===== src/rtl/core/tmpl_pkg.sv =====
package tmpl_pkg;

    // register map
    localparam int CFG_IDX_W = 2;
    localparam logic [CFG_IDX_W-1:0] CFG_STRAFE_RATIO  = 2'd0;
    localparam logic [CFG_IDX_W-1:0] CFG_REVERSE_RATIO = 2'd1;
    localparam logic [CFG_IDX_W-1:0] CFG_MAX_POWER     = 2'd2;

    localparam int RATIO_W = 16;
    localparam int MP_W    = 15;
    localparam int CMD_W   = 16;

    localparam logic [RATIO_W-1:0] STRAFE_RATIO_RST  = 16'd16384;
    localparam logic [RATIO_W-1:0] REVERSE_RATIO_RST = 16'd16384;
    localparam logic [MP_W-1:0]    MAX_POWER_RST     = 15'd4096;

    localparam logic KIND_MOVE = 1'b0;
    localparam logic KIND_YAW  = 1'b1;

    // intermediate widths
    localparam int MIX_W    = 22;   // signed pair values, |v| < 2^20
    localparam int MAG_W    = 21;   // unsigned magnitude, also divider remainder
    localparam int DIV_BITS = 16;   // quotient bits, scale is Q0.16
    localparam int SCALE_W  = 17;   // scale incl. the exact 1.0 code
    localparam int SS_W     = 17;   // scaled 16-bit command, |v| <= 32768

    localparam logic [SCALE_W-1:0] SCALE_ONE = 17'h10000;

    typedef struct packed {
        logic [RATIO_W-1:0] strafe_ratio;
        logic [RATIO_W-1:0] reverse_ratio;
        logic [MP_W-1:0]    max_power;
    } cfg_t;

    typedef struct packed {
        logic                    kind;
        logic signed [CMD_W-1:0] forward_cmd;
        logic signed [CMD_W-1:0] strafe_cmd;
        logic signed [CMD_W-1:0] dive_cmd;
        logic signed [CMD_W-1:0] yaw_cmd;
    } in_item_t;

    typedef struct packed {
        logic signed [CMD_W-1:0] left_forward_drive;
        logic signed [CMD_W-1:0] right_forward_drive;
        logic signed [CMD_W-1:0] left_strafe_drive;
        logic signed [CMD_W-1:0] right_strafe_drive;
        logic signed [CMD_W-1:0] front_dive_drive;
        logic signed [CMD_W-1:0] rear_dive_drive;
    } out_item_t;

    // per-item payload carried alongside the divider
    typedef struct packed {
        logic                    kind;
        logic signed [MIX_W-1:0] lf;
        logic signed [MIX_W-1:0] rf;
        logic signed [CMD_W-1:0] str;
        logic signed [CMD_W-1:0] dive;
        logic signed [MIX_W-1:0] ylf;
        logic signed [MIX_W-1:0] yrf;
    } mix_t;

    // front end -> divider
    typedef struct packed {
        mix_t             mix;
        logic             need;
        logic [MAG_W-1:0] mag;
        logic [MAG_W-1:0] rem;
    } div_t;

    // divider -> back end
    typedef struct packed {
        mix_t                mix;
        logic                need;
        logic [DIV_BITS-1:0] quo;
    } scl_t;

    function automatic logic signed [CMD_W-1:0] sat16(input logic signed [MIX_W-1:0] v);
        logic signed [CMD_W-1:0] r;
        if (v > 22'sd32767)
        begin
            r = 16'sh7fff;
        end
        else if (v < -22'sd32768)
        begin
            r = -16'sh8000;
        end
        else
        begin
            r = v[CMD_W-1:0];
        end
        return r;
    endfunction

endpackage


===== src/rtl/core/tmpl_div.sv =====
module tmpl_div (
    input  logic           clk,
    input  logic           rst_n,
    input  logic           in_valid,
    output logic           in_stall,
    input  tmpl_pkg::div_t in_data,
    output logic           out_valid,
    input  logic           out_stall,
    output tmpl_pkg::scl_t out_data
);
    import tmpl_pkg::*;

    localparam int LAST = DIV_BITS - 1;

    // one quotient bit per stage, remainder starts at max_power
    logic                v_reg    [DIV_BITS];
    logic [MAG_W-1:0]    r_reg    [DIV_BITS];
    logic [MAG_W-1:0]    r_next   [DIV_BITS];
    logic [DIV_BITS-1:0] q_reg    [DIV_BITS];
    logic [DIV_BITS-1:0] q_next   [DIV_BITS];
    logic [MAG_W-1:0]    d_reg    [DIV_BITS];
    logic [MAG_W-1:0]    d_next   [DIV_BITS];
    logic                need_reg [DIV_BITS];
    logic                need_next[DIV_BITS];
    mix_t                mix_reg  [DIV_BITS];
    mix_t                mix_next [DIV_BITS];
    logic                v_next   [DIV_BITS];
    logic                en       [DIV_BITS];

    always_comb
    begin
        en[LAST] = !v_reg[LAST] || !out_stall;
        for (int i = LAST - 1; i >= 0; i--)
        begin
            en[i] = !v_reg[i] || en[i+1];
        end
    end

    assign in_stall = !en[0];

    always_comb
    begin
        logic [MAG_W-1:0]    rp;
        logic [DIV_BITS-1:0] qp;
        logic [MAG_W:0]      t;
        logic [MAG_W:0]      diff;
        logic                ge;
        for (int i = 0; i < DIV_BITS; i++)
        begin
            if (i == 0)
            begin
                v_next[i]    = in_valid;
                rp           = in_data.rem;
                qp           = '0;
                d_next[i]    = in_data.mag;
                need_next[i] = in_data.need;
                mix_next[i]  = in_data.mix;
            end
            else
            begin
                v_next[i]    = v_reg[i-1];
                rp           = r_reg[i-1];
                qp           = q_reg[i-1];
                d_next[i]    = d_reg[i-1];
                need_next[i] = need_reg[i-1];
                mix_next[i]  = mix_reg[i-1];
            end
            t         = {rp, 1'b0};
            diff      = t - {1'b0, d_next[i]};
            ge        = t >= {1'b0, d_next[i]};
            r_next[i] = ge ? diff[MAG_W-1:0] : t[MAG_W-1:0];
            q_next[i] = {qp[DIV_BITS-2:0], ge};
        end
    end

    always_ff @(posedge clk or negedge rst_n)
    begin
        if (!rst_n)
        begin
            for (int i = 0; i < DIV_BITS; i++)
            begin
                v_reg[i] <= 1'b0;
            end
        end
        else
        begin
            for (int i = 0; i < DIV_BITS; i++)
            begin
                if (en[i])
                begin
                    v_reg[i] <= v_next[i];
                end
            end
        end
    end

    always_ff @(posedge clk)
    begin
        for (int i = 0; i < DIV_BITS; i++)
        begin
            if (en[i])
            begin
                r_reg[i]    <= r_next[i];
                q_reg[i]    <= q_next[i];
                d_reg[i]    <= d_next[i];
                need_reg[i] <= need_next[i];
                mix_reg[i]  <= mix_next[i];
            end
        end
    end

    assign out_valid     = v_reg[LAST];
    assign out_data.mix  = mix_reg[LAST];
    assign out_data.need = need_reg[LAST];
    assign out_data.quo  = q_reg[LAST];

endmodule


===== config.mk =====
export PLATFORM = sky130hd
export DESIGN_NAME = tmpl_div
export DESIGN_NICKNAME = d
export VERILOG_FILES = /design/src/rtl/core/tmpl_pkg.sv /design/src/rtl/core/tmpl_div.sv
export SDC_FILE = /design/constraint.sdc
export NUM_CORES = 2
export LEC_CHECK = 0
export BUFFER_PORTS_ARGS = -buffer_cell sky130_fd_sc_hd__buf_2
export CAP_MARGIN = 20
export CORE_MARGIN = 2
export CORE_UTILIZATION = 50
export DETAILED_ROUTE_END_ITERATION = 12
export GPL_TIMING_DRIVEN = 0
export PLACE_DENSITY_LB_ADDON = 0.15
export SYNTH_ARGS = -nofsm -noshare
export SYNTH_HDL_FRONTEND = slang
export SYNTH_SLANG_ARGS = --single-unit

===== constraint.sdc =====
create_clock -name clk -period 24.3 [get_ports clk]
set_clock_uncertainty 0.1 [all_clocks]
set_input_delay 3.645 -clock clk [delete_from_list [all_inputs] [get_ports clk]]
set_output_delay 3.645 -clock clk [all_outputs]
set_load 0.005 [all_outputs]

==> flow_metrics.py <==
metrics = {
    "sta": {
        "hold_viol_final": 0,
        "finalCritPeriodShare": 0.492,
        "whs_ps": 293,
        "period_needed_ps": 11960,
        "slew_violations": 0,
        "setup_tns_ps": 0,
        "rsz0062_at_grt": "false",
        "max_freq_ghz": 0.0836,
        "slew-limit-headroom": 0.259,
        "tightest_slew_ps": 1100,
        "setup_viol": 0,
    },
    "clock_tree": {
        "cts_tree": "done",
        "root_buffer": "clkbuf_16",
        "cts_num_sinks": 2734,
        "cts_hold_buf": 0,
        "path_clk_slew_ps": 60,
        "post_cts_buffers": 0,
        "insertion_delay_ps": 920,
        "numCtsBuffers": 293,
        "cts_resized": 0,
        "cts_buffer_depth": 4,
        "htree_levels": 5,
    },
    "die": {
        "core_area_sq_um": 202000,
        "die-area_sq_um": 207000,
        "dieHeight_um": 455,
        "die_x_um": 455,
        "placementRows": 165,
        "start_util": 0.503,
        "io_pins": 308,
    },
    "logic_synthesis": {
        "yosysWarnings": 0,
        "synthArstFlopShare": 0.00585,
        "ys_ff_latch": 2734,
        "synth_top_area_cell": "edfxtp_1",
        "synthAdderAreaFrac": 0.0442,
        "synth_area_leaders": "edfxtp_1, ha_1, inv_1",
        "synth_xor_area_frac": 0.0211,
        "syn-num-nets": 6156,
        "synth_top_flop_cell": "edfxtp_1",
        "synth-edff-count": 2718,
        "syn_avg_cell_area_sq_um": 18.0,
        "ys_seq_area_frac": 0.808,
        "syn-cell-area_sq_um": 102000,
        "netlist.area_leader.share": 0.804,
        "synth_compound_area_frac": 0.0566,
        "synth.most_common_cell": "edfxtp_1",
        "synth_commonest_cells": "edfxtp_1, inv_1, ha_1, a21oi_1, o21ai_0",
        "synth.area.mux_share": 0.0147,
        "synth-simple-area-share": 0.0376,
        "synth_top_family_by_area": "compound AO/OA/AOI/OAI gates",
        "synth_cells": 5638,
        "synthDistinctLibCells": 90,
    },
    "pwr": {
        "power_density_nw_per_um2": 124,
        "cellLeakagePower_nw": 44.6,
        "power_w": 0.0144,
        "ir_drop_mv": 0.0761,
    },
    "finish": {
        "fin_util": 0.575,
        "largest_reg_flops": 1936,
        "fin_nets": 6792,
        "final_area_sq_um": 116000,
        "final_layout_size_suffix_gt1_frac": 0.145,
        "area_growth_pct": 14.4,
    },
    "placed_design": {
        "io_buffers": 307,
        "dp_hpwl_um": 117000,
        "gp_congestion": 0.925,
        "dpl-instance-area_sq_um": 107000,
    },
    "setup_path": {
        "slowest_stage": "nor3_1",
        "cp_cell_sequence": "buf_2 > and3_1 > nand3_4 > nor2_1 > inv_8 > nor3_1 > and2_1 > nand3_4 > nor2_1 > buf_2",
        "arrival_ps": 8210,
        "cp.required_ps": 20560,
        "cp_max_fo": 100,
        "critPathKind": "in -> out",
        "worst_setup_path_start_kind": "input port",
        "max_stage_delay_ps": 750,
        "end_kind": "output port",
    },
    "global_routing": {
        "grt_start_max_net_pins": 113,
        "grt_pass1_wl_um": 274000,
        "overflow": 0,
        "grtUsageTotal": 0.173,
        "antenna_found_initial": 2,
        "grt_pass1_vias": 48643,
    },
    "detailed_routing": {
        "drt_wl_total_um": 177000,
        "dr.pass1.iters": 7,
        "drc": 0,
        "viasPerCell": 5.16,
        "ant_nets": 0,
        "avgRoutedWirePerCell_um": 19.3,
        "initialDrtViolationCount": 3070,
        "dr_total_vias": 47249,
    },
    "min_path": {
        "hp-class": "reg -> reg",
    },
    "run": {
        "max-cap-violations": 0,
    },
    "status": {
        "status": "completed",
    },
}
-- where the power goes --
part | leakage [nW] | internal, W | switching, W
logic | 11.9 | 0.00148 | 0.00196
clock network | 4.24 | 0.00234 | 0.00167
registers | 28.4 | 0.00655 | 0.000371
total | 44.6 | 0.0104 | 0.00401
-- per-stage QoR --
| step | worst slack [ps] | std cells |
|---|---|---|
| after floorplan | 3420 | 5638 |
| after global placement | -9970 | 8617 |
| after detailed placement | 12190 | 8651 |
| after CTS | 12190 | 9148 |
| after global routing | 11930 | 9148 |
| final | 12340 | 9151 |
-- final timing paths --
check	end	start	depth (start not counted)	slack, ps
worst max-delay path	in_stall	out_stall	10	12340
worst min-delay path	d_reg[1][45]$_DFFE_PP_	d_reg[1][24]$_DFFE_PP_	0	290
worst max register to register	mix_reg[0][38]$_DFFE_PP_	out_valid$_DFFE_PN0P_	10	18170
worst min register to register	d_reg[1][45]$_DFFE_PP_	d_reg[1][24]$_DFFE_PP_	0	290
max in group asynchronous	v_next[2]$_DFFE_PN0P_	rst_n	1	21270
min in group asynchronous	v_next[14]$_DFFE_PN0P_	rst_n	1	2540
-- routing by layer --
metal  wire (um)  up-vias  GRT usage
met5           0        -          0
met4        6040        0     0.0648
li1            -    22738          -
met1       73500    23160      0.215
met3        7280      362     0.0318
met2       89800      989      0.303
-- cells in the final DEF, fill, tap and decap left out, drive strengths merged, types with 11 or more instances in the layout --
master	n
nand4	35
buf	376
and4	11
a21oi	260
nand2	245
a21boi	16
a211oi	38
o211ai	13
o21a	42
a31oi	20
nor3	51
nand2b	60
nor2b	43
nor2	224
inv	425
nor4	11
o31ai	28
o21ai	257
o31a	15
a211o	11
edfxtp	2718
mux2	119
or3	22
o21bai	21
clkinv	117
dfrtp	16
bufinv	11
a21o	106
xor2	102
and3	12
nand3	40
or2	21
fa	15
and2	18
clkbuf	371
xnor2	143
ha	335
mux2i	11
-- critical path, delay by kind of cell --
| kind | cells | cell delay (ps) |
|---|---|---|
| AND/OR/NAND/NOR | 7 | 3870 |
| buffers and inverters | 3 | 680 |
-- final cells by class --
| type | count | area, sq um |
|---|---|---|
| Fill cell | 15132 | 86000 |
| Sequential cell | 2734 | 82000 |
| Multi-Input combinational cell | 2434 | 17800 |
| Clock buffer | 354 | 7650 |
| Tap cell | 2672 | 3340 |
| Timing Repair Buffer | 341 | 2460 |
| Inverter | 418 | 1620 |
| Clock inverter | 143 | 1000 |
| Buffer | 52 | 277 |
| Antenna cell | 3 | 7.51 |
-- cell families (layout without fill, tap and decap cells) --
| kind of cell | count (synthesis) | after routing |
|---|---|---|
| other cells | 0 | 3 |
| compound gates | 903 | 903 |
| flops | 2734 | 2734 |
| fa+ha+maj | 350 | 350 |
| xor+xnor | 245 | 245 |
| buf+inv | 470 | 1308 |
| mux | 130 | 130 |
| simple gates | 806 | 806 |
Note: power is estimated with default switching activity, not from simulation.
