`src/rtl/core/tmpl_pkg.sv`:
```
package tmpl_pkg;

    // register map
    localparam int CFG_IDX_W = 2;
    localparam logic [CFG_IDX_W-1:0] CFG_STRAFE_RATIO  = 2'd0;
    localparam logic [CFG_IDX_W-1:0] CFG_REVERSE_RATIO = 2'd1;
    localparam logic [CFG_IDX_W-1:0] CFG_MAX_POWER     = 2'd2;

    localparam int RATIO_W = 16;
    localparam int MP_W    = 15;
    localparam int CMD_W   = 16;

    localparam logic [RATIO_W-1:0] STRAFE_RATIO_RST  = 16'd16384;
    localparam logic [RATIO_W-1:0] REVERSE_RATIO_RST = 16'd16384;
    localparam logic [MP_W-1:0]    MAX_POWER_RST     = 15'd4096;

    localparam logic KIND_MOVE = 1'b0;
    localparam logic KIND_YAW  = 1'b1;

    // intermediate widths
    localparam int MIX_W    = 22;   // signed pair values, |v| < 2^20
    localparam int MAG_W    = 21;   // unsigned magnitude, also divider remainder
    localparam int DIV_BITS = 16;   // quotient bits, scale is Q0.16
    localparam int SCALE_W  = 17;   // scale incl. the exact 1.0 code
    localparam int SS_W     = 17;   // scaled 16-bit command, |v| <= 32768

    localparam logic [SCALE_W-1:0] SCALE_ONE = 17'h10000;

    typedef struct packed {
        logic [RATIO_W-1:0] strafe_ratio;
        logic [RATIO_W-1:0] reverse_ratio;
        logic [MP_W-1:0]    max_power;
    } cfg_t;

    typedef struct packed {
        logic                    kind;
        logic signed [CMD_W-1:0] forward_cmd;
        logic signed [CMD_W-1:0] strafe_cmd;
        logic signed [CMD_W-1:0] dive_cmd;
        logic signed [CMD_W-1:0] yaw_cmd;
    } in_item_t;

    typedef struct packed {
        logic signed [CMD_W-1:0] left_forward_drive;
        logic signed [CMD_W-1:0] right_forward_drive;
        logic signed [CMD_W-1:0] left_strafe_drive;
        logic signed [CMD_W-1:0] right_strafe_drive;
        logic signed [CMD_W-1:0] front_dive_drive;
        logic signed [CMD_W-1:0] rear_dive_drive;
    } out_item_t;

    // per-item payload carried alongside the divider
    typedef struct packed {
        logic                    kind;
        logic signed [MIX_W-1:0] lf;
        logic signed [MIX_W-1:0] rf;
        logic signed [CMD_W-1:0] str;
        logic signed [CMD_W-1:0] dive;
        logic signed [MIX_W-1:0] ylf;
        logic signed [MIX_W-1:0] yrf;
    } mix_t;

    // front end -> divider
    typedef struct packed {
        mix_t             mix;
        logic             need;
        logic [MAG_W-1:0] mag;
        logic [MAG_W-1:0] rem;
    } div_t;

    // divider -> back end
    typedef struct packed {
        mix_t                mix;
        logic                need;
        logic [DIV_BITS-1:0] quo;
    } scl_t;

    function automatic logic signed [CMD_W-1:0] sat16(input logic signed [MIX_W-1:0] v);
        logic signed [CMD_W-1:0] r;
        if (v > 22'sd32767)
        begin
            r = 16'sh7fff;
        end
        else if (v < -22'sd32768)
        begin
            r = -16'sh8000;
        end
        else
        begin
            r = v[CMD_W-1:0];
        end
        return r;
    endfunction

endpackage

```
`src/rtl/core/tmpl_front.sv`:
```
module tmpl_front (
    input  logic              clk,
    input  logic              rst_n,
    input  tmpl_pkg::cfg_t    cfg,
    input  logic              in_valid,
    output logic              in_stall,
    input  tmpl_pkg::in_item_t in_data,
    output logic              out_valid,
    input  logic              out_stall,
    output tmpl_pkg::div_t    out_data
);
    import tmpl_pkg::*;

    localparam int S1_W = 19;

    // stall chain
    logic en1, en2, en3, en4;

    // stage 1: strafe * strafe_ratio, yaw pair
    logic                    v1_reg;
    logic                    k1_reg;
    logic signed [CMD_W-1:0] fwd1_reg, str1_reg, dive1_reg;
    logic signed [S1_W-1:0]  s1_reg, s1_next;
    logic signed [MIX_W-1:0] ylf1_reg, yrf1_reg, ylf_next, yrf_next;

    logic signed [32:0]      sp, spr, yp, ypr;
    logic signed [S1_W-1:0]  ypq;
    logic signed [MIX_W-1:0] yaw_w, ypq_w;

    assign sp   = in_data.strafe_cmd * $signed({1'b0, cfg.strafe_ratio});
    assign spr  = sp + 33'sd8192;
    assign s1_next = spr[32:14];
    assign yp   = in_data.yaw_cmd * $signed({1'b0, cfg.reverse_ratio});
    assign ypr  = yp + 33'sd8192;
    assign ypq  = ypr[32:14];
    assign yaw_w = in_data.yaw_cmd;
    assign ypq_w = ypq;
    assign ylf_next = (in_data.yaw_cmd < 0) ? yaw_w : ypq_w;
    assign yrf_next = (in_data.yaw_cmd < 0) ? -ypq_w : -yaw_w;

    // stage 2: reciprocal pair of the strafe correction
    logic                    v2_reg;
    logic                    k2_reg;
    logic signed [CMD_W-1:0] fwd2_reg, str2_reg, dive2_reg;
    logic signed [MIX_W-1:0] cl2_reg, cr2_reg, cl_next, cr_next;
    logic signed [MIX_W-1:0] ylf2_reg, yrf2_reg;

    logic signed [35:0]      cp, cpr;
    logic signed [MIX_W-1:0] cpq, s1_w;

    assign cp   = s1_reg * $signed({1'b0, cfg.reverse_ratio});
    assign cpr  = cp + 36'sd8192;
    assign cpq  = cpr[35:14];
    assign s1_w = s1_reg;
    assign cl_next = (s1_reg < 0) ? s1_w : cpq;
    assign cr_next = (s1_reg < 0) ? -cpq : -s1_w;

    // stage 3: add forward
    logic v3_reg;
    mix_t mix3_reg, mix3_next;
    logic signed [MIX_W-1:0] fwd2_w;

    assign fwd2_w = fwd2_reg;

    always_comb
    begin
        mix3_next.kind = k2_reg;
        mix3_next.lf   = cl2_reg + fwd2_w;
        mix3_next.rf   = cr2_reg + fwd2_w;
        mix3_next.str  = str2_reg;
        mix3_next.dive = dive2_reg;
        mix3_next.ylf  = ylf2_reg;
        mix3_next.yrf  = yrf2_reg;
    end

    // stage 4: magnitude and limit compare
    logic  v4_reg;
    div_t  d4_reg, d4_next;
    logic signed [MIX_W-1:0] al, ar;
    logic [MAG_W-1:0] ml, mr, mm;

    assign al = (mix3_reg.lf < 0) ? -mix3_reg.lf : mix3_reg.lf;
    assign ar = (mix3_reg.rf < 0) ? -mix3_reg.rf : mix3_reg.rf;
    assign ml = al[MAG_W-1:0];
    assign mr = ar[MAG_W-1:0];
    assign mm = (ml > mr) ? ml : mr;

    always_comb
    begin
        d4_next.mix  = mix3_reg;
        d4_next.mag  = mm;
        d4_next.need = mm > MAG_W'(cfg.max_power);
        d4_next.rem  = MAG_W'(cfg.max_power);
    end

    assign en4 = !v4_reg || !out_stall;
    assign en3 = !v3_reg || en4;
    assign en2 = !v2_reg || en3;
    assign en1 = !v1_reg || en2;
    assign in_stall = !en1;

    always_ff @(posedge clk or negedge rst_n)
    begin
        if (!rst_n)
        begin
            v1_reg <= 1'b0;
            v2_reg <= 1'b0;
            v3_reg <= 1'b0;
            v4_reg <= 1'b0;
        end
        else
        begin
            if (en1)
            begin
                v1_reg <= in_valid;
            end
            if (en2)
            begin
                v2_reg <= v1_reg;
            end
            if (en3)
            begin
                v3_reg <= v2_reg;
            end
            if (en4)
            begin
                v4_reg <= v3_reg;
            end
        end
    end

    always_ff @(posedge clk)
    begin
        if (en1)
        begin
            k1_reg    <= in_data.kind;
            fwd1_reg  <= in_data.forward_cmd;
            str1_reg  <= in_data.strafe_cmd;
            dive1_reg <= in_data.dive_cmd;
            s1_reg    <= s1_next;
            ylf1_reg  <= ylf_next;
            yrf1_reg  <= yrf_next;
        end
        if (en2)
        begin
            k2_reg    <= k1_reg;
            fwd2_reg  <= fwd1_reg;
            str2_reg  <= str1_reg;
            dive2_reg <= dive1_reg;
            cl2_reg   <= cl_next;
            cr2_reg   <= cr_next;
            ylf2_reg  <= ylf1_reg;
            yrf2_reg  <= yrf1_reg;
        end
        if (en3)
        begin
            mix3_reg <= mix3_next;
        end
        if (en4)
        begin
            d4_reg <= d4_next;
        end
    end

    assign out_valid = v4_reg;
    assign out_data  = d4_reg;

endmodule

```
`config.mk`:
```
export PLATFORM = sky130hd
export DESIGN_NAME = tmpl_front
export DESIGN_NICKNAME = d
export VERILOG_FILES = /design/src/rtl/core/tmpl_pkg.sv /design/src/rtl/core/tmpl_front.sv
export SDC_FILE = /design/constraint.sdc
export NUM_CORES = 2
export LEC_CHECK = 0
export BUFFER_PORTS_ARGS = -buffer_cell sky130_fd_sc_hd__buf_2
export CORE_MARGIN = 8
export CORE_UTILIZATION = 55
export CTS_CLUSTER_SIZE = 40
export DETAILED_ROUTE_END_ITERATION = 12
export PLACE_DENSITY = 0.73
export REMOVE_ABC_BUFFERS = 1
export SLEW_MARGIN = 25
export SYNTH_ARGS = -nofsm -noshare
export SYNTH_HDL_FRONTEND = slang
export SYNTH_SLANG_ARGS = --single-unit
```
`constraint.sdc`:
```
create_clock -name clk -period 24.1 [get_ports clk]
set_input_delay 3.615 -clock clk [delete_from_list [all_inputs] [get_ports clk]]
set_output_delay 3.615 -clock clk [all_outputs]
set_load 0.02 [all_outputs]
```
==> flow_summary.toml <==
[global_route]
grt_pass1_vias = 35082
antenna_found_initial = 2
grt_overflow = 0
grt_usage = 0.2181
grt_pass1_wl_um = 181600
grt_max_degree = 72

[sta]
rsz0062_at_grt = "false"
max_freq_ghz = 0.08614
finalCritPeriodShare = 0.4817
setup_viol = 0
slew_viol_final = 0
relSlewSlack = 0.3127
hold_violations = 0
min_period_ns = 11.61
finClkSkew_ns = 0.04473
setup-tns-final_ns = 0
tightestPinTransition_ns = 1.018

[clock_tree]
path_clk_slew_ns = 0.06
htree_levels = 2
clock_latency_ns = 0.63
cts.path.max_buffers = 3
cts-root-buf = "clkbuf_16"
hold_buffers = 0
cts_made_buffers = 52
cts_tree = "done"
ctsResizeCount = 0
cts_setup_buffers = 0
clkSinkCount = 520

[logic_synthesis]
synth_top_family_by_area = "adder cells"
syn_area_per_cell_um2 = 10.63
synth_warnings = 0
yosysUniqueCellTypes = 89
synth_xor_area_frac = 0.03306
synth_adder_area_share = 0.3797
synth_edf_count = 516
ys_seq_area_frac = 0.3082
synthCells = 4758
yosys.area_share.simple = 0.1333
synthMuxAreaShare = 0.007641
synth_ff_type = "edfxtp_1"
synth_area_um2 = 50600
synth-async-reset-ratio = 0.007692
synth_compound_area_frac = 0.05141
ys_ff_latch = 520

[critical_path]
cp_top_family = "adder cells"
ff2ff_setup_slack_ns = 15.40
path_class = "in -> reg"
cpMostUsedCell = "fa_1"
r2r_start = "s1_reg[10]"
cp.required_ns = 24.48
crit_path_max_fanout = 65
cp-start-kind = "primary input"
slowest_delay_ns = 0.92
cp_num_buf_inv = 5
ff2ff_path_depth = 28
timing.rr.end = "cr2_reg[18]"
cp_slowest_cell = "o311ai_0"
worstPathCellList = "buf_2 > buf_4 > inv_1 > nor2_1 > fa_1 > fa_1 > fa_1 > fa_1 > fa_1 > inv_1 > fa_1 > inv_1 > ha_1 > nand4_1 > or4_1 > o21ai_1 > nor2_1 > o311ai_0 > nand4_1 > nor4b_1 > nand2b_1 > a31o_2"
crit_arrival_ns = 11.99
cp-end-kind = "flop"

[route]
top_layer = "met4"
dr_total_vias = 33266
wl_per_cell_um = 17.92
dr_wl_met3_um = 5796
ant_nets = 0
drc = 0
drt-met1-wl_um = 46300
first_pass_iters = 5
wl_met2_um = 54670
wl_um = 110000
first_iter_violations = 2084
vias_per_cell = 5.421

[place]
port_buffers = 275
dp_hpwl_um = 83340
place.gp.congestion = 0.9023

[floorplanning]
die-area_um2 = 102000
initial_core_util = 0.5537
io_pins = 282
die_x_um = 319.3
chipHeight_um = 319.3
num_rows = 111
core_area_um2 = 91390

[worst_hold_path]
holdPathStages = 0
hp-class = "reg -> reg"
whs_endpoint = "fwd2_reg[3]"
hold_path_startpoint = "fwd1_reg[3]"

[layout]
largest_register_ff_count = 155
multi_input_area_um2 = 30670
layout_commonest_cell = "inv_1"
area_delta_synth_final_pct = 7.937
regArea_um2 = 15600
fin_nets = 6139
layout_common_cells = "inv_1 (953), fa_1 (696), nand2_1 (519)"
fillers = 7473
drive_above_1_share = 0.08547

[status]
status = "finished clean"

[run]
cap_violations = 0
synthesized netlist by cell type, types with 19 or more instances:
| cell | number | share of area |
|---|---|---|
| a21o_1 | 47 | 0.0070 |
| a21oi_1 | 120 | 0.012 |
| and2_1 | 400 | 0.049 |
| clkbuf_1 | 181 | 0.013 |
| edfxtp_1 | 516 | 0.31 |
| fa_1 | 696 | 0.28 |
| ha_1 | 422 | 0.10 |
| inv_1 | 954 | 0.071 |
| mux2i_1 | 24 | 0.0047 |
| nand2_1 | 521 | 0.039 |
| nand2b_1 | 44 | 0.0054 |
| nand3_1 | 47 | 0.0046 |
| nand4_1 | 20 | 0.0025 |
| nor2_1 | 120 | 0.0089 |
| nor2b_1 | 25 | 0.0031 |
| nor3_1 | 46 | 0.0045 |
| o21ai_0 | 84 | 0.0083 |
| o31ai_1 | 19 | 0.0028 |
| or3_1 | 22 | 0.0027 |
| xnor2_1 | 106 | 0.018 |
| xor2_1 | 85 | 0.015 |
per-stage QoR:
| step | util | worst slack [ns] | instance area (um2) | hold slack (ns) | std cells |
|---|---|---|---|---|---|
| final | 0.5976 | 12.49 | 54620 | 0.3767 | 6137 |
| after global routing | 0.5976 | 12.05 | 54620 | 0.3804 | 6137 |
| after detailed placement | 0.5781 | 12.06 | 52830 | 0.4045 | 6037 |
| after global placement | 0.5781 | 12.33 | 52830 | 0.4002 | 6037 |
| after CTS | 0.5975 | 12.66 | 54600 | 0.3753 | 6135 |
| after floorplan | - | 13.21 | 49820 | 0.4003 | 4560 |
routing by layer:
layer  GRT usage  up-vias
met5           0        -
met2      0.3790     1003
li1            -    15337
met1      0.2854    16725
met3     0.02805      201
met4     0.06674        0
worst max path at each step:
stage | cells after the start | end | slack (ns) | from
3_3_place_gp | 22 | yrf1_reg[19] | 12.33 | in_data[15]
6_report | 22 | yrf1_reg[21] | 12.49 | in_data[15]
5_1_grt | 22 | yrf1_reg[21] | 12.05 | in_data[15]
4_1_cts | 22 | yrf1_reg[21] | 12.66 | in_data[15]
3_5_place_dp | 22 | yrf1_reg[21] | 12.06 | in_data[15]
2_1_floorplan | 3 | in_stall | 13.21 | out_stall
cells by family after synthesis:
group,Yosys count
other,1
AO/OA/AOI/OAI,400
buffers and inverters,1157
XOR/XNOR,191
multiplexers,37
adder cells (fa/ha/maj),1118
AND/OR/NAND/NOR,1334
flip-flops,520
area by class of cell:
class	instances	share of cell area
well taps	1186	0.02717
clock inverters	32	0.007354
repair buffers	291	0.02740
diodes	2	0.00009164
multi-input cells	3086	0.5616
inverters	954	0.06566
flip-flops and latches	520	0.2855
clock buffers	66	0.02515
Power is not shown: default switching activity piles up to over one toggle a cycle in this logic, so the estimate is an artifact.
