**config.mk**
```make
export PLATFORM = sky130hd
export DESIGN_NAME = tmpl_back
export DESIGN_NICKNAME = d
export VERILOG_FILES = /design/src/rtl/core/tmpl_pkg.sv /design/src/rtl/core/tmpl_back.sv
export SDC_FILE = /design/constraint.sdc
export NUM_CORES = 2
export LEC_CHECK = 0
export ABC_CLOCK_PERIOD_IN_PS = 22800
export CAP_MARGIN = 20
export CORE_ASPECT_RATIO = 0.75
export CORE_MARGIN = 1.5
export CORE_UTILIZATION = 50
export CTS_CLUSTER_SIZE = 16
export DETAILED_ROUTE_END_ITERATION = 8
export DONT_BUFFER_PORTS = 1
export SLEW_MARGIN = 20
export SYNTH_ARGS = -nofsm -noshare
export SYNTH_HDL_FRONTEND = slang
export SYNTH_SLANG_ARGS = --single-unit
```
**constraint.sdc**
```tcl
create_clock -name clk -period 22.8 [get_ports clk]
set_input_delay 6.84 -clock clk [delete_from_list [all_inputs] [get_ports clk]]
set_output_delay 6.84 -clock clk [all_outputs]
set_load 0.005 [all_outputs]
```
**src/rtl/core/tmpl_pkg.sv**
```systemverilog
package tmpl_pkg;

    // register map
    localparam int CFG_IDX_W = 2;
    localparam logic [CFG_IDX_W-1:0] CFG_STRAFE_RATIO  = 2'd0;
    localparam logic [CFG_IDX_W-1:0] CFG_REVERSE_RATIO = 2'd1;
    localparam logic [CFG_IDX_W-1:0] CFG_MAX_POWER     = 2'd2;

    localparam int RATIO_W = 16;
    localparam int MP_W    = 15;
    localparam int CMD_W   = 16;

    localparam logic [RATIO_W-1:0] STRAFE_RATIO_RST  = 16'd16384;
    localparam logic [RATIO_W-1:0] REVERSE_RATIO_RST = 16'd16384;
    localparam logic [MP_W-1:0]    MAX_POWER_RST     = 15'd4096;

    localparam logic KIND_MOVE = 1'b0;
    localparam logic KIND_YAW  = 1'b1;

    // intermediate widths
    localparam int MIX_W    = 22;   // signed pair values, |v| < 2^20
    localparam int MAG_W    = 21;   // unsigned magnitude, also divider remainder
    localparam int DIV_BITS = 16;   // quotient bits, scale is Q0.16
    localparam int SCALE_W  = 17;   // scale incl. the exact 1.0 code
    localparam int SS_W     = 17;   // scaled 16-bit command, |v| <= 32768

    localparam logic [SCALE_W-1:0] SCALE_ONE = 17'h10000;

    typedef struct packed {
        logic [RATIO_W-1:0] strafe_ratio;
        logic [RATIO_W-1:0] reverse_ratio;
        logic [MP_W-1:0]    max_power;
    } cfg_t;

    typedef struct packed {
        logic                    kind;
        logic signed [CMD_W-1:0] forward_cmd;
        logic signed [CMD_W-1:0] strafe_cmd;
        logic signed [CMD_W-1:0] dive_cmd;
        logic signed [CMD_W-1:0] yaw_cmd;
    } in_item_t;

    typedef struct packed {
        logic signed [CMD_W-1:0] left_forward_drive;
        logic signed [CMD_W-1:0] right_forward_drive;
        logic signed [CMD_W-1:0] left_strafe_drive;
        logic signed [CMD_W-1:0] right_strafe_drive;
        logic signed [CMD_W-1:0] front_dive_drive;
        logic signed [CMD_W-1:0] rear_dive_drive;
    } out_item_t;

    // per-item payload carried alongside the divider
    typedef struct packed {
        logic                    kind;
        logic signed [MIX_W-1:0] lf;
        logic signed [MIX_W-1:0] rf;
        logic signed [CMD_W-1:0] str;
        logic signed [CMD_W-1:0] dive;
        logic signed [MIX_W-1:0] ylf;
        logic signed [MIX_W-1:0] yrf;
    } mix_t;

    // front end -> divider
    typedef struct packed {
        mix_t             mix;
        logic             need;
        logic [MAG_W-1:0] mag;
        logic [MAG_W-1:0] rem;
    } div_t;

    // divider -> back end
    typedef struct packed {
        mix_t                mix;
        logic                need;
        logic [DIV_BITS-1:0] quo;
    } scl_t;

    function automatic logic signed [CMD_W-1:0] sat16(input logic signed [MIX_W-1:0] v);
        logic signed [CMD_W-1:0] r;
        if (v > 22'sd32767)
        begin
            r = 16'sh7fff;
        end
        else if (v < -22'sd32768)
        begin
            r = -16'sh8000;
        end
        else
        begin
            r = v[CMD_W-1:0];
        end
        return r;
    endfunction

endpackage

```
**src/rtl/core/tmpl_back.sv**
```systemverilog
module tmpl_back (
    input  logic                clk,
    input  logic                rst_n,
    input  tmpl_pkg::cfg_t      cfg,
    input  logic                in_valid,
    output logic                in_stall,
    input  tmpl_pkg::scl_t      in_data,
    output logic                out_valid,
    input  logic                out_stall,
    output tmpl_pkg::out_item_t out_data
);
    import tmpl_pkg::*;

    logic enA, enB, enC;

    // stage A: apply scale
    logic                    vA_reg, kA_reg;
    logic signed [MIX_W-1:0] lfA_reg, rfA_reg, ylfA_reg, yrfA_reg;
    logic signed [SS_W-1:0]  ssA_reg, dvA_reg, ss_next, dv_next;
    logic signed [MIX_W-1:0] lf_next, rf_next;

    logic [SCALE_W-1:0]      scale;
    logic signed [SCALE_W:0] sc;
    logic signed [39:0]      lp, lpr, rp, rpr;
    logic signed [33:0]      spp, sppr, dp, dpr;

    assign scale = in_data.need ? {1'b0, in_data.quo} : SCALE_ONE;
    assign sc    = $signed({1'b0, scale});
    assign lp    = in_data.mix.lf * sc;
    assign rp    = in_data.mix.rf * sc;
    assign spp   = in_data.mix.str * sc;
    assign dp    = in_data.mix.dive * sc;
    assign lpr   = lp + 40'sd32768;
    assign rpr   = rp + 40'sd32768;
    assign sppr  = spp + 34'sd32768;
    assign dpr   = dp + 34'sd32768;
    // scale <= 1.0, so results never grow
    assign lf_next = lpr[37:16];
    assign rf_next = rpr[37:16];
    assign ss_next = sppr[32:16];
    assign dv_next = dpr[32:16];

    // stage B: strafe pair and command select
    logic                    vB_reg;
    logic signed [MIX_W-1:0] lfB_reg, rfB_reg, lsB_reg, rsB_reg, dvB_reg;
    logic signed [MIX_W-1:0] lfB_next, rfB_next, lsB_next, rsB_next, dvB_next;

    logic signed [33:0]      qp, qpr;
    logic signed [MIX_W-1:0] qq, ss_w, dv_w, ls_m, rs_m;
    logic                    yaw;

    assign qp   = ssA_reg * $signed({1'b0, cfg.reverse_ratio});
    assign qpr  = qp + 34'sd8192;
    // 20-bit rounded product, sign-extended to the pair width
    assign qq   = {{(MIX_W-20){qpr[33]}}, qpr[33:14]};
    assign ss_w = ssA_reg;
    assign dv_w = dvA_reg;
    assign ls_m = (ssA_reg < 0) ? ss_w : qq;
    assign rs_m = (ssA_reg < 0) ? -qq : -ss_w;
    assign yaw  = (kA_reg == KIND_YAW);

    assign lfB_next = yaw ? ylfA_reg : lfA_reg;
    assign rfB_next = yaw ? yrfA_reg : rfA_reg;
    assign lsB_next = yaw ? '0 : ls_m;
    assign rsB_next = yaw ? '0 : rs_m;
    assign dvB_next = yaw ? '0 : dv_w;

    // stage C: saturate into the output register
    logic      vC_reg;
    out_item_t oC_reg, oC_next;
    logic signed [CMD_W-1:0] dv_sat;

    assign dv_sat = sat16(dvB_reg);

    always_comb
    begin
        oC_next.left_forward_drive  = sat16(lfB_reg);
        oC_next.right_forward_drive = sat16(rfB_reg);
        oC_next.left_strafe_drive   = sat16(lsB_reg);
        oC_next.right_strafe_drive  = sat16(rsB_reg);
        oC_next.front_dive_drive    = dv_sat;
        oC_next.rear_dive_drive     = dv_sat;
    end

    assign enC = !vC_reg || !out_stall;
    assign enB = !vB_reg || enC;
    assign enA = !vA_reg || enB;
    assign in_stall = !enA;

    always_ff @(posedge clk or negedge rst_n)
    begin
        if (!rst_n)
        begin
            vA_reg <= 1'b0;
            vB_reg <= 1'b0;
            vC_reg <= 1'b0;
        end
        else
        begin
            if (enA)
            begin
                vA_reg <= in_valid;
            end
            if (enB)
            begin
                vB_reg <= vA_reg;
            end
            if (enC)
            begin
                vC_reg <= vB_reg;
            end
        end
    end

    always_ff @(posedge clk)
    begin
        if (enA)
        begin
            kA_reg   <= in_data.mix.kind;
            lfA_reg  <= lf_next;
            rfA_reg  <= rf_next;
            ssA_reg  <= ss_next;
            dvA_reg  <= dv_next;
            ylfA_reg <= in_data.mix.ylf;
            yrfA_reg <= in_data.mix.yrf;
        end
        if (enB)
        begin
            lfB_reg <= lfB_next;
            rfB_reg <= rfB_next;
            lsB_reg <= lsB_next;
            rsB_reg <= rsB_next;
            dvB_reg <= dvB_next;
        end
        if (enC)
        begin
            oC_reg <= oC_next;
        end
    end

    assign out_valid = vC_reg;
    assign out_data  = oC_reg;

endmodule

```
==> results.sh <==
export IMPL_grt_max_degree=554
export IMPL_synth_xor_area_share_pct=1.97
export IMPL_drive_gt1_share_pct=2.76
export IMPL_status="finished, final reports clean"
export IMPL_crit_arrival_ns=14.79
export IMPL_die_width_um=423
export IMPL_ys_types=80
export IMPL_critical_path_max_stage_delay_ns=0.85
export IMPL_routed_wl_mm=171
export IMPL_final_common_cell="inv_1"
export IMPL_ys_warn_count=0
export IMPL_worstPathCellList="and2_2 > buf_4 > nand2_1 > fa_1 > fa_1 > inv_1 > ha_1 > fa_1 > ha_1 > inv_1 > fa_1 > inv_1 > ha_1 > a2111oi_0 > o41ai_1 > o2111a_1 > a221oi_1 > o31ai_1 > a21oi_1 > o31ai_1 > a31o_2 > a21oi_1 > xnor2_1"
export IMPL_nets=8715
export IMPL_layout_common_cells="inv_1 (1,657), fa_1 (1,408), nand2_1 (932), ha_1 (558), and3_1 (457)"
export IMPL_die_h_um=318
export IMPL_ys_seq_elements=309
export IMPL_slew_viol_final=0
export IMPL_cts_buffer_depth=3
export IMPL_placed_cell_area_um2=67300
export IMPL_setup_ws_ns=8.35
export IMPL_place_ws_ns=8.25
export IMPL_grt_overflow=0
export IMPL_min_period_ns=14.45
export IMPL_cts_buffers=38
export IMPL_clock_latency_ns=0.62
export IMPL_relSlewSlack_pct=23.8
export IMPL_clockRootBuffer="clkbuf_16"
export IMPL_worst_pin_slew_ns=1.14
export IMPL_vias_per_cell=5.38
export IMPL_start_util_pct=50.5
export IMPL_slowest_stage="a221oi_1"
export IMPL_yosysSeqAreaShare_pct=14.0
export IMPL_synth_edf_count=306
export IMPL_cts_resized=0
export IMPL_dp_hpwl_mm=129
export IMPL_vias=44900
export IMPL_drt_pass1_iter_count=7
export IMPL_design_area_um2=68600
export IMPL_use_met1_pct=39.1
export IMPL_cp_common_cell="fa_1"
export IMPL_ioPinCount=287
export IMPL_grt_pass1_vias=48100
export IMPL_row_count=115
export IMPL_crit_required_ns=23.13
export IMPL_finClkSkew_ns=0.0319
export IMPL_synth_nets=9023
export IMPL_largest_reg_flops=80
export IMPL_post_drt_wl_per_cell_um=20.5
export IMPL_clock_sinks=309
export IMPL_drt_initial_drc_count=3270
export IMPL_ys_flop_type="edfxtp_1"
export IMPL_endpoint_kind="flip-flop"
export IMPL_grt_util_all_layers_pct=26.4
export IMPL_synthCells=6868
export IMPL_start_kind="primary input"
export IMPL_grtUsageMet2_pct=40.3
export IMPL_grt_pass1_wl_mm=276
export IMPL_gp_congestion=0.867
export IMPL_post_route_period_util_pct=63.4
export IMPL_rsz0062_at_grt="no"
export IMPL_path_max_fanout=553
export IMPL_die_area_um2=135000
export IMPL_synth_mux_area_fraction_pct=0.872
export IMPL_yosys_area_share_simple_pct=14.7
export IMPL_synth_async_reset_ratio_pct=0.971
export IMPL_post_route_drc_count=0
export IMPL_path_clk_slew_ns=0.06
export IMPL_tns_ns=0
export IMPL_grt_busiest_layer="met2"
export IMPL_fmax_ghz=0.0692
export IMPL_synth_area_leaders="fa_1 (43%), edfxtp_1 (14%), ha_1 (11%)"
export IMPL_hp_class="flip-flop to flip-flop"
export IMPL_post_cts_setup_buffers=0
export IMPL_synth_compound_area_share_pct=3.76
export IMPL_synthAdderAreaFrac_pct=53.1
export IMPL_synthToLayoutAreaGrowth_pct=3.56
export IMPL_h_tree_depth=2
export IMPL_antenna_found_initial=7
export IMPL_cap_violations=0
export IMPL_cts_tree="done"
export IMPL_yosys_area_top_type="fa_1"
export IMPL_num_fill_cells=11900
export IMPL_synth_top_family_by_area="adder cells"
export IMPL_yosys_area_top_type_share_pct=42.5
export IMPL_ctsHoldBuffers=0
export IMPL_coreArea_um2=131000
export IMPL_finalSetupViolCount=0
export IMPL_syn_avg_cell_area_um2=9.65
export IMPL_grt_util_met3_pct=4.88
export IMPL_port_buffers=0
export IMPL_drtAntennaViolNets=0
export IMPL_final_hold_violation_count=0
export IMPL_netlist_area_um2=66300
export IMPL_critical_path_class="primary input to flip-flop"
[area by class of cell]
| class | instances | area (um^2) | area share (%) |
|---|---|---|---|
| tap | 1755 | 2200 | 3.20 |
| multi-input combinational | 4511 | 49300 | 71.8 |
| clock buffer | 46 | 1000 | 1.46 |
| inverter | 1657 | 6220 | 9.06 |
| clock inverter | 23 | 302 | 0.439 |
| antenna | 5 | 12.5 | 0.0182 |
| sequential | 309 | 9260 | 13.5 |
| timing repair buffer | 43 | 343 | 0.499 |
[critical path, delay by kind of cell]
kind,cells,cell delay (ns)
compound gates,9,3.18
buf+inv,4,0.65
xor+xnor,1,0.11
fa+ha+maj,7,2.79
simple gates,2,0.78
[worst paths after layout]
check,start,end,slack (ns),depth (start not counted)
min reg2reg,vA_reg$_DFFE_PN0N_,vB_reg$_DFFE_PN0P_,0.47,1
max,in_data[16],lfA_reg[21]$_DFFE_PN_,8.35,23
min in group asynchronous,rst_n,out_valid$_DFFE_PN0P_,5.91,0
min,vA_reg$_DFFE_PN0N_,vB_reg$_DFFE_PN0P_,0.47,1
max reg2reg,ssA_reg[16]$_DFFE_PN_,rsB_reg[19]$_SDFFCE_PP0P_,14.63,22
max in group asynchronous,rst_n,vA_reg$_DFFE_PN0N_,16.82,0
[stage by stage]
step / util [%] / hold slack [ns] / instances
2_1_floorplan: - / 0.435 / 6868
3_3_place_gp: 51.2 / 0.452 / 8274
3_5_place_dp: 51.2 / 0.452 / 8274
4_1_cts: 52.2 / 0.471 / 8343
5_1_grt: 52.2 / 0.511 / 8344
6_report: 52.3 / 0.469 / 8349
[layer usage]
layer  up-vias  part of all wire [%]
met5         -                     0
met1     23000                    45
li1      20100                     -
met4         0                   2.3
met2      1562                    44
met3       210                   8.3
[cell families after synthesis]
family,Yosys count
AO/OA/AOI/OAI,368
adder cells (fa/ha/maj),1966
XOR/XNOR,149
AND/OR/NAND/NOR,1976
multiplexers,52
flip-flops,309
buffers and inverters,2048
[synthesized netlist by cell type (3+ instances only)]
cell type	number
mux2_2	46
mux2i_1	6
nand3b_1	3
a21o_1	39
fa_1	1408
xnor2_1	104
a21oi_1	86
a21boi_0	4
o21ai_0	54
a211o_1	6
a2111oi_0	3
nand2b_1	32
a221oi_1	4
inv_1	1657
o21ai_1	11
or3_1	10
nand2_1	933
o21bai_1	6
and4_1	6
a31o_2	5
nor3b_1	3
nor2b_1	88
clkbuf_1	334
nand4_1	20
nor2_1	132
buf_4	17
and4b_1	3
and3_1	457
and2_1	211
o31ai_1	6
nor4_1	13
ha_1	558
xor2_1	45
dfrtp_1	3
o41ai_1	3
o211ai_1	5
edfxtp_1	306
o21a_1	79
o211a_1	3
nand3_1	22
buf_1	37
a31oi_1	10
a211oi_1	13
buf_2	3
nor3_1	29
Power is not shown: default switching activity piles up to over one toggle a cycle in this logic, so the estimate is an artifact.
